## src/lfmg_pkg.sv

```systemverilog
package lfmg_pkg;

    localparam int unsigned LIMIT_W  = 16;
    localparam int unsigned PERIOD_W = 17;
    localparam int unsigned LED_W    = 16;
    localparam int unsigned THR_W    = 8;
    localparam int unsigned DUTY_W   = 16;
    localparam int unsigned CNT_W    = 32;
    localparam int unsigned MS_W     = 32;
    localparam int unsigned CFG_IDX_W  = 4;
    localparam int unsigned CFG_DATA_W = 17;
    localparam int unsigned DUTY_SHIFT = 8;
    localparam int unsigned PROD_W     = THR_W + PERIOD_W;

    localparam logic [LIMIT_W-1:0]  FAILSAFE_LIMIT_RST = 16'd250;
    localparam logic [PERIOD_W-1:0] PWM_PERIOD_RST     = 17'd500;
    localparam logic [LED_W-1:0]    LED_FAST_RST       = 16'd100;
    localparam logic [LED_W-1:0]    LED_SLOW_RST       = 16'd500;

    // configuration register indexes
    localparam logic [CFG_IDX_W-1:0] REG_FAILSAFE_LIMIT = 4'd0;
    localparam logic [CFG_IDX_W-1:0] REG_PWM_PERIOD     = 4'd1;
    localparam logic [CFG_IDX_W-1:0] REG_LED_FAST       = 4'd2;
    localparam logic [CFG_IDX_W-1:0] REG_LED_SLOW       = 4'd3;

    // item kinds
    localparam logic KIND_TICK   = 1'b0;
    localparam logic KIND_PACKET = 1'b1;

    typedef struct packed {
        logic             kind;
        logic             packet_ok;
        logic             arm_request;
        logic [THR_W-1:0] throttle;
    } t_in_item;

    typedef struct packed {
        logic              link_up;
        logic              motors_on;
        logic [DUTY_W-1:0] duty;
        logic              led;
        logic [CNT_W-1:0]  good_packets;
        logic [CNT_W-1:0]  bad_packets;
    } t_out_item;

    typedef struct packed {
        logic [LIMIT_W-1:0]  failsafe_limit_ms;
        logic [PERIOD_W-1:0] pwm_period;
        logic [LED_W-1:0]    led_fast_ms;
        logic [LED_W-1:0]    led_slow_ms;
    } t_cfg;

endpackage

```

## src/lfmg_cfg.sv

```systemverilog
module lfmg_cfg
    import lfmg_pkg::*;
(
    input  logic                  i_clk,
    input  logic                  i_rst_n,
    input  logic                  i_wr,
    input  logic [CFG_IDX_W-1:0]  i_index,
    input  logic [CFG_DATA_W-1:0] i_data,
    output t_cfg                  o_cfg
);

    t_cfg r_cfg;
    t_cfg n_cfg;

    always_comb begin
        n_cfg = r_cfg;
        if (i_wr) begin
            unique case (i_index)
                REG_FAILSAFE_LIMIT: n_cfg.failsafe_limit_ms = i_data[LIMIT_W-1:0];
                REG_PWM_PERIOD:     n_cfg.pwm_period        = i_data[PERIOD_W-1:0];
                REG_LED_FAST:       n_cfg.led_fast_ms       = i_data[LED_W-1:0];
                REG_LED_SLOW:       n_cfg.led_slow_ms       = i_data[LED_W-1:0];
                default:            n_cfg = r_cfg;
            endcase
        end
    end

    always_ff @(posedge i_clk) begin
        if (!i_rst_n) begin
            r_cfg.failsafe_limit_ms <= FAILSAFE_LIMIT_RST;
            r_cfg.pwm_period        <= PWM_PERIOD_RST;
            r_cfg.led_fast_ms       <= LED_FAST_RST;
            r_cfg.led_slow_ms       <= LED_SLOW_RST;
        end else begin
            r_cfg <= n_cfg;
        end
    end

    assign o_cfg = r_cfg;

endmodule

```

## src/lfmg_core.sv

```systemverilog
module lfmg_core
    import lfmg_pkg::*;
(
    input  logic      i_clk,
    input  logic      i_rst_n,
    input  logic      i_go,
    input  t_in_item  i_item,
    input  t_cfg      i_cfg,
    output t_out_item o_result
);

    logic [MS_W-1:0]  r_now_ms;
    logic [MS_W-1:0]  r_last_valid_ms;
    logic [MS_W-1:0]  r_last_toggle_ms;
    logic             r_led_level;
    logic [THR_W-1:0] r_held_throttle;
    logic             r_held_arm;
    logic [CNT_W-1:0] r_good_count;
    logic [CNT_W-1:0] r_bad_count;

    logic [MS_W-1:0]  n_now_ms;
    logic [MS_W-1:0]  n_last_valid_ms;
    logic [MS_W-1:0]  n_last_toggle_ms;
    logic             n_led_level;
    logic [THR_W-1:0] n_held_throttle;
    logic             n_held_arm;
    logic [CNT_W-1:0] n_good_count;
    logic [CNT_W-1:0] n_bad_count;

    logic [MS_W-1:0]   since_valid;
    logic [MS_W-1:0]   since_toggle;
    logic              link;
    logic              drive;
    logic [LED_W-1:0]  led_period;
    logic              toggle;
    logic [PROD_W-1:0] product;
    logic [PROD_W-DUTY_SHIFT-1:0] scaled;
    logic [DUTY_W-1:0] duty;

    always_comb begin
        n_now_ms        = r_now_ms;
        n_last_valid_ms = r_last_valid_ms;
        n_held_throttle = r_held_throttle;
        n_held_arm      = r_held_arm;
        n_good_count    = r_good_count;
        n_bad_count     = r_bad_count;
        if (i_item.kind == KIND_TICK) begin
            n_now_ms = r_now_ms + 32'd1;
        end else begin
            n_held_throttle = i_item.throttle;
            n_held_arm      = i_item.arm_request;
            if (i_item.packet_ok) begin
                n_good_count    = r_good_count + 32'd1;
                n_last_valid_ms = r_now_ms;
            end else begin
                n_bad_count = r_bad_count + 32'd1;
            end
        end

        since_valid = n_now_ms - n_last_valid_ms;
        link        = since_valid < {{(MS_W-LIMIT_W){1'b0}}, i_cfg.failsafe_limit_ms};
        drive       = link & n_held_arm;

        // duty scales full throttle 256 to one pwm period, clipped to 16 bits
        product = {{PERIOD_W{1'b0}}, n_held_throttle} * {{THR_W{1'b0}}, i_cfg.pwm_period};
        scaled  = product[PROD_W-1:DUTY_SHIFT];
        if (!drive) begin
            duty = '0;
        end else if (|scaled[PROD_W-DUTY_SHIFT-1:DUTY_W]) begin
            duty = '1;
        end else begin
            duty = scaled[DUTY_W-1:0];
        end

        led_period   = link ? i_cfg.led_fast_ms : i_cfg.led_slow_ms;
        since_toggle = n_now_ms - r_last_toggle_ms;
        toggle       = since_toggle >= {{(MS_W-LED_W){1'b0}}, led_period};
        n_led_level      = r_led_level ^ toggle;
        n_last_toggle_ms = toggle ? n_now_ms : r_last_toggle_ms;

        o_result.link_up      = link;
        o_result.motors_on    = drive;
        o_result.duty         = duty;
        o_result.led          = n_led_level;
        o_result.good_packets = n_good_count;
        o_result.bad_packets  = n_bad_count;
    end

    always_ff @(posedge i_clk) begin
        if (!i_rst_n) begin
            r_now_ms         <= '0;
            r_last_valid_ms  <= '0;
            r_last_toggle_ms <= '0;
            r_led_level      <= 1'b0;
            r_held_throttle  <= '0;
            r_held_arm       <= 1'b0;
            r_good_count     <= '0;
            r_bad_count      <= '0;
        end else if (i_go) begin
            r_now_ms         <= n_now_ms;
            r_last_valid_ms  <= n_last_valid_ms;
            r_last_toggle_ms <= n_last_toggle_ms;
            r_led_level      <= n_led_level;
            r_held_throttle  <= n_held_throttle;
            r_held_arm       <= n_held_arm;
            r_good_count     <= n_good_count;
            r_bad_count      <= n_bad_count;
        end
    end

endmodule

```

## src/link_failsafe_motor_gate.sv

```systemverilog
// Radio link failsafe watchdog with motor gate. Each input transaction is a
// one millisecond tick or a received packet; every item yields exactly one
// result with link status, motor enable and duty, LED level and packet counts.
// An item passes an input register, then the combinational update logic (two
// 32-bit time differences and an 8 x 17 multiply) into the result register,
// and one item is accepted every cycle as long as the result side keeps taking
// transactions. Configuration writes are always accepted; indexes beyond the
// four registers are ignored.
module link_failsafe_motor_gate
    import lfmg_pkg::*;
(
    input  logic                  i_clk,
    input  logic                  i_rst_n,
    input  logic                  i_in_valid,
    output logic                  o_in_ready,
    input  t_in_item              i_in,
    output logic                  o_out_valid,
    input  logic                  i_out_ready,
    output t_out_item             o_out,
    input  logic                  i_cfg_valid,
    output logic                  o_cfg_ready,
    input  logic [CFG_IDX_W-1:0]  i_cfg_index,
    input  logic [CFG_DATA_W-1:0] i_cfg_data
);

    t_cfg      cfg;
    t_out_item result;

    logic      r_stage_valid;
    t_in_item  r_stage_item;
    logic      r_out_valid;
    t_out_item r_out;

    logic      out_load;
    logic      stage_load;

    assign o_cfg_ready = 1'b1;

    lfmg_cfg u_cfg (
        .i_clk   (i_clk),
        .i_rst_n (i_rst_n),
        .i_wr    (i_cfg_valid),
        .i_index (i_cfg_index),
        .i_data  (i_cfg_data),
        .o_cfg   (cfg)
    );

    // the staged item moves to the result register once that register frees up
    assign out_load   = r_stage_valid & (~r_out_valid | i_out_ready);
    assign stage_load = i_in_valid & o_in_ready;
    assign o_in_ready = ~r_stage_valid | out_load;

    always_ff @(posedge i_clk) begin
        if (!i_rst_n) begin
            r_stage_valid <= 1'b0;
        end else if (o_in_ready) begin
            r_stage_valid <= i_in_valid;
        end
    end

    always_ff @(posedge i_clk) begin
        if (stage_load) begin
            r_stage_item <= i_in;
        end
    end

    lfmg_core u_core (
        .i_clk    (i_clk),
        .i_rst_n  (i_rst_n),
        .i_go     (out_load),
        .i_item   (r_stage_item),
        .i_cfg    (cfg),
        .o_result (result)
    );

    always_ff @(posedge i_clk) begin
        if (!i_rst_n) begin
            r_out_valid <= 1'b0;
        end else if (out_load) begin
            r_out_valid <= 1'b1;
        end else if (i_out_ready) begin
            r_out_valid <= 1'b0;
        end
    end

    always_ff @(posedge i_clk) begin
        if (out_load) begin
            r_out <= result;
        end
    end

    assign o_out_valid = r_out_valid;
    assign o_out       = r_out;

endmodule

```

## config.mk

```make
export PLATFORM = sky130hd
export DESIGN_NAME = link_failsafe_motor_gate
export DESIGN_NICKNAME = d
export VERILOG_FILES = /design/src/lfmg_pkg.sv /design/src/lfmg_cfg.sv /design/src/lfmg_core.sv /design/src/link_failsafe_motor_gate.sv
export SDC_FILE = /design/constraint.sdc
export NUM_CORES = 1
export LEC_CHECK = 0
export ABC_AREA = 0
export BUFFER_PORTS_ARGS = -buffer_cell sky130_fd_sc_hd__buf_2
export CAP_MARGIN = 20
export CORE_ASPECT_RATIO = 0.75
export CORE_MARGIN = 4
export CORE_UTILIZATION = 25
export CTS_BUF_LIST = sky130_fd_sc_hd__clkbuf_16
export DETAILED_ROUTE_END_ITERATION = 10
export GPL_ROUTABILITY_DRIVEN = 0
export PLACE_DENSITY = 0.53
export SETUP_SLACK_MARGIN = 0.4
export SLEW_MARGIN = 0
export SYNTH_ARGS = -nofsm -noshare
export SYNTH_HDL_FRONTEND = slang
export SYNTH_SLANG_ARGS = --single-unit
```

## constraint.sdc

```tcl
create_clock -name i_clk -period 9.4 [get_ports i_clk]
set_input_delay 0.47 -clock i_clk [delete_from_list [all_inputs] [get_ports i_clk]]
set_output_delay 0.47 -clock i_clk [all_outputs]
set_load 0.005 [all_outputs]
```

# [Word-level counts from Yosys, hierarchy flattened]
# Index checks and enable logic that the tools add are counted.
[word_totals] register_bits=331 inputBits=37 out_inout_bits=86
[op_classes] add_sub_neg=5 mul=1 magnitude_cmp=2 n_eq_ne=3 mux=13 bitwise=8 n_reduce_logical=7
[ops] operator="$mux W32" n=7
[ops] operator="$add A32 B1 Y32 const B" n=3
[ops] operator="$sub A32 B32 Y32" n=2
[ops] operator="$ge A32 B16 Y1" n=1
[ops] operator="$lt A32 B16 Y1" n=1
[ops] operator="$mux W16" n=2
[ops] operator="$mul A8 B17 Y25" n=1
[ops] operator="$reduce_and A2 Y1" n=5
[ops] operator="$eq A4 B2 Y1 const B" n=2
[ops] operator="$mux W8" n=1
[ops] operator="$eq A4 B1 Y1 const B" n=1
[ops] operator="$logic_not A4 Y1" n=1
[ops] operator="$and A1 B1 Y1" n=3
[ops] operator="$mux W1" n=3
[ops] operator="$not A1 Y1" n=2
[ops] operator="$or A1 B1 Y1" n=2
[ops] operator="$reduce_bool A2 Y1" n=1
[ops] operator="$xor A1 B1 Y1" n=1

# [Depth between registers and ports, before layout]
[logic_depth] ltp_word=7 ltp_mapped=49

# [By module]
# A second synthesis with hierarchy kept.
[unflattened] hier_cells=2594 area_unflattened_um2=23306.1
[by_module_without_submodules] module="lfmg_core" n_inst=1 cells_each=2244 area_each_um2=17880.9 seq_area_each_um2=3403.3
[by_module_without_submodules] module="link_failsafe_motor_gate" n_inst=1 cells_each=105 area_each_um2=2937.8 seq_area_each_um2=2862.7
[by_module_without_submodules] module="lfmg_cfg" n_inst=1 cells_each=245 area_each_um2=2487.4 seq_area_each_um2=1301.2

# [Least setup slack after synthesis]
# No wires, ideal clock.
[synth_timing] path_kind="flip-flop to flip-flop" startpoint="register r_stage_item[10] (netlist bit)" endpoint="register u_core.r_last_toggle_ms[17]" arrival_time_ns=8.835 required_ns=9.137 setup_slack_ns=0.302 path_stages_with_launch=48 n_path_buf=7 cell_sequence="edfxtp_1 -> buf_2 -> and2_1 -> buf_2 -> buf_1 -> clkbuf_1 -> nand2_1 -> nand2_1 -> ha_1 -> fa_1 -> inv_1 -> a21oi_1 -> maj3_1 -> o21a_1 -> o2111ai_1 -> nand3_1 -> nand2_1 -> xor2_1 -> (+12 left out) -> buf_2 -> mux2_2 -> ha_1 -> nand2b_1 -> a21oi_1 -> nor2b_1 -> o21ai_0 -> a21oi_1 -> o21ai_0 -> nand2_1 -> a21oi_1 -> or4b_2 -> nor4_1 -> nand4b_1 -> buf_2 -> buf_2 -> mux2i_1 -> o211ai_1"
[synth_between] elab_chain_len=6 word_cells_on_any_way=8
[synth_rtl] item="from (decl)" line_no="link_failsafe_motor_gate.sv:30" rtl="t_in_item r_stage_item;"
[synth_rtl] item="from (signal assigned)" line_no="link_failsafe_motor_gate.sv:63" rtl="r_stage_item <= i_in;"
[synth_rtl] item="$mux W32" line_no="lfmg_core.sv:47" rtl="if (i_item.kind == KIND_TICK) begin"
[synth_rtl] item="named net u_core.n_last_valid_ms[0]" line_no="lfmg_core.sv:22" rtl="logic [MS_W-1:0] n_last_valid_ms;"
[synth_rtl] item="$sub A32 B32 Y32" line_no="lfmg_core.sv:60" rtl="since_valid = n_now_ms - n_last_valid_ms;"
[synth_rtl] item="$lt A32 B16 Y1" line_no="lfmg_core.sv:61" rtl="link = since_valid < {{(MS_W-LIMIT_W){1'b0}}, i_cfg.failsafe_limit_ms};"
[synth_rtl] item="$mux W16" line_no="lfmg_core.sv:75" rtl="led_period = link ? i_cfg.led_fast_ms : i_cfg.led_slow_ms;"
[synth_rtl] item="$ge A32 B16 Y1" line_no="lfmg_core.sv:77" rtl="toggle = since_toggle >= {{(MS_W-LED_W){1'b0}}, led_period};"
[synth_rtl] item="$reduce_and A2 Y1 (no source line)"
[synth_rtl] item="to (signal assigned)" line_no="lfmg_core.sv:102" rtl="r_last_toggle_ms <= n_last_toggle_ms;"
[synth_rtl] item="to (decl)" line_no="lfmg_core.sv:14" rtl="logic [MS_W-1:0] r_last_toggle_ms;"
# The timed path passes the listed nets, and every way through them passes these cells.
# A chain may end at the register's enable or synchronous reset.

# [Worst setup path in the final report]
[layout_timing] startpoint="register r_stage_item[10] (netlist bit)" endpoint="register u_core.r_last_toggle_ms[25]"
[layout_between] elab_chain_len=6 word_cells_on_any_way=8
[layout_rtl] item="$mux W32 (*)" line_no="lfmg_core.sv:47"
[layout_rtl] item="named net u_core.n_now_ms[4]" line_no="lfmg_core.sv:21" rtl="logic [MS_W-1:0] n_now_ms;"
[layout_rtl] item="$sub A32 B32 Y32" line_no="lfmg_core.sv:60"
[layout_rtl] item="$lt A32 B16 Y1" line_no="lfmg_core.sv:61"
[layout_rtl] item="$mux W16" line_no="lfmg_core.sv:75"
[layout_rtl] item="$ge A32 B16 Y1 (*)" line_no="lfmg_core.sv:77"
[layout_rtl] item="$reduce_and A2 Y1 (no source line) (*)"
# The timed path passes the listed nets; every way through them passes the cells marked *.

==> qor.txt <==
status -> finished, final reports clean
Worst slew margin -> 0.287
Routed Antenna Nets -> 0
Clock H-tree levels -> 2
Crit path arrival time -> 9320 ps
worst endpoint required time -> 9900 ps
Slew Limit Fails -> 0
gr ovfl total -> 0
filler cell count -> 10168
cell row count -> 98
crit path capture type -> register
Initial DRC Count -> 1591
M1 WL -> 37300 um
CP Max Fanout -> 9
number of enable flip-flop cells after synthesis -> 94
die width -> 369 um
ranking of synthesized cells by area -> dfxtp_1 19%, edfxtp_1 12%, fa_1 7.5%
sequential area share after synthesis -> 0.310
clock tree root buffer cell -> clkbuf_16
Synth area leader -> dfxtp_1
Initial Util -> 0.254
Port Buffers -> 121
max-cap violations -> 0
CTS tree -> done
global-route wire length before repair -> 114000 um
Final Setup Violations -> 0
All-Layer GR Usage -> 0.137
Leak -> 0.0120 uW
Num CTS Buffers -> 43
Sequential cell area -> 7570 um^2
Max Clock Freq -> 0.113 GHz
initial antenna violation count -> 1
most numerous cell in the Yosys netlist -> nand2_1
Mapped Cells -> 2839
Setup Crit Path Kind -> register to register
RSZ-0062 raised after global routing -> true
Met3 Routed Length -> 4900 um
CTS Sinks -> 331
crit path max-delay cell type -> or4b_4
YS warnings -> 0
Die Span Y -> 279 um
asr flop ratio synth -> 0
DP HPWL -> 52700 um
Mapped Area -> 24400 um^2
vias in the first global route -> 19492
final wirelength -> 72300 um
fin crit period -> 8810 ps
DRC -> 0
largest net degree at the start of global routing -> 88
Via Count -> 20696
register bit count reported by yosys -> 331
post-synth cell types -> 93
Final Hold Fails -> 0
Avg Vias per Cell -> 4.79
top post-synthesis cells by count -> 400 x nand2_1, 240 x nor2_1, 237 x dfxtp_1
nets -> 3227
Critical Path Most Common Cell -> buf_4
CP peak stage delay -> 470 ps
uppermost routed layer -> met4
Area Growth Syn to Fin -> 18.8%
CP startpoint kind -> register
synthesized net count -> 3078
top_reg_cell synth -> dfxtp_1
Peak VDD IR -> 129 uV
final period utilization -> 0.938
r2r setup slk -> 590 ps
die area -> 103000 um^2
Hold WS -> 54.9 ps
I/O pin count -> 123
clk_lat worst skew -> 590 ps
Wirelength per Cell -> 16.7 um
Clock Path Buffers -> 3
share of cells above drive strength 1 -> 0.154
worst hold path class -> primary input to register
Worst Max-Slew Pin Slew -> 1060 ps
met2 routed WL -> 28900 um
Power Density -> 142 nW/um^2
DRT Pass-1 Iters -> 6
multi-input logic area -> 15900 um^2
area of the core -> 96000 um^2
Worst-path clk slew -> 70 ps
skew final -> 31.0 ps
post-route setup TNS -> 0 ps
Synth top area share -> 0.195
Avg Inst Size Synth -> 8.59 um^2
==> layout make-up <==
class | instances | share of cell area
antenna | 1 | 0.0000863
clock buffer | 43 | 0.0371
clock inverter | 36 | 0.0116
inverter | 166 | 0.0220
multi-input combinational | 2177 | 0.548
sequential | 331 | 0.261
tap | 1300 | 0.0561
timing repair buffer | 269 | 0.0641
==> layout by cell type, fill, tap and decap left out, drive strengths merged, types with 15 or more instances in the layout <==
cell type	count
nor4	19
nand2	400
maj3	15
dfxtp	237
xnor3	15
nor2	241
or3	46
o211ai	31
a211oi	42
and3	36
clkinv	17
buf	268
fa	91
ha	111
xnor2	116
inv	177
o21ai	81
nand2b	20
clkbuf	43
mux2	22
xor2	124
nand4	44
o21a	32
mux2i	68
nand3	111
nor3	65
edfxtp	94
nor2b	57
a32oi	17
and2	31
a21oi	148
a21o	22
==> metal layers <==
layer | GRT usage | vias up
li1 | - | 10173
met1 | 0.211 | 9951
met2 | 0.193 | 510
met3 | 0.0306 | 62
met4 | 0.0290 | 0
met5 | 0 | -
==> cell families (layout without fill, tap and decap cells) <==
kind of cell,after synthesis,count (layout),synth area share
other,1,2,0.000154
buffers and inverters,331,514,0.0549
adders and majority gates,217,217,0.138
muxes,90,90,0.0382
AOI/OAI and AO/OA,494,494,0.134
DFF,331,331,0.310
xor gates and xnor gates,255,255,0.101
and+or+nand+nor,1120,1120,0.224
==> stage by stage <==
| stage | worst slack, ps | utilization | cell area, um^2 | std cells | total power, uW |
|---|---|---|---|---|---|
| final | 587 | 0.302 | 29000 | 4323 | 4120 |
| after global routing | 23.8 | 0.302 | 29000 | 4323 | 4370 |
| after global placement | 172 | 0.279 | 26700 | 4199 | 2420 |
| after floorplan | 476 | - | 24400 | 2839 | 2190 |
| after CTS | 423 | 0.297 | 28500 | 4304 | 4160 |
| after detailed placement | 97.9 | 0.279 | 26800 | 4201 | 2420 |
==> path summary, 6_finish.rpt <==
| kind | from | to | cells after the start |
|---|---|---|---|
| setup / recovery | r_stage_item[10] | u_core.r_last_toggle_ms[25] | 53 |
| hold / removal | i_in[2] | r_stage_item[2] | 1 |
| setup reg to reg | r_stage_item[10] | u_core.r_last_toggle_ms[25] | 53 |
| hold reg to reg | u_cfg.o_cfg[9] | u_cfg.o_cfg[9] | 2 |
==> worst max-delay path: cells and delay by family (launching register included) <==
family	cells	cell delay, ps
AO/OA/AOI/OAI	13	1680
AND/OR/NAND/NOR	15	2740
multiplexers	2	580
adder cells (fa/ha/maj)	3	860
flip-flops	1	380
XOR/XNOR	2	320
buffers and inverters	18	2130
==> timing repair <==
item                                    4_1_cts  5_1_grt
hold buffers                                  1        0
hold endpoints to repair                      1        0
pin swaps                                     7       40
gates resized for setup                      33       72
endpoints found under the setup margin       34       34
gates cloned                                  1        0
buffers inserted                             22       17
==> power by group <==
group / total [uW] / switching, uW / internal [uW]
Clock: 1660 / 727 / 938
Combinational: 936 / 535 / 401
Sequential: 1520 / 20.4 / 1500
==> sequential cells by signal (all words and copies together) (netlist names) <==
name and count:
o_out 83, u_cfg.o_cfg 65, u_core.r_bad_count 32, u_core.r_good_count 32, u_core.r_last_toggle_ms 32, u_core.r_last_valid_ms 32
u_core.r_now_ms 32, r_stage_item 11, u_core.r_held_throttle 8, o_out_valid 1, r_stage_valid 1, u_core.r_held_arm 1
u_core.r_led_level 1
Power figures use the tool's default switching activity.
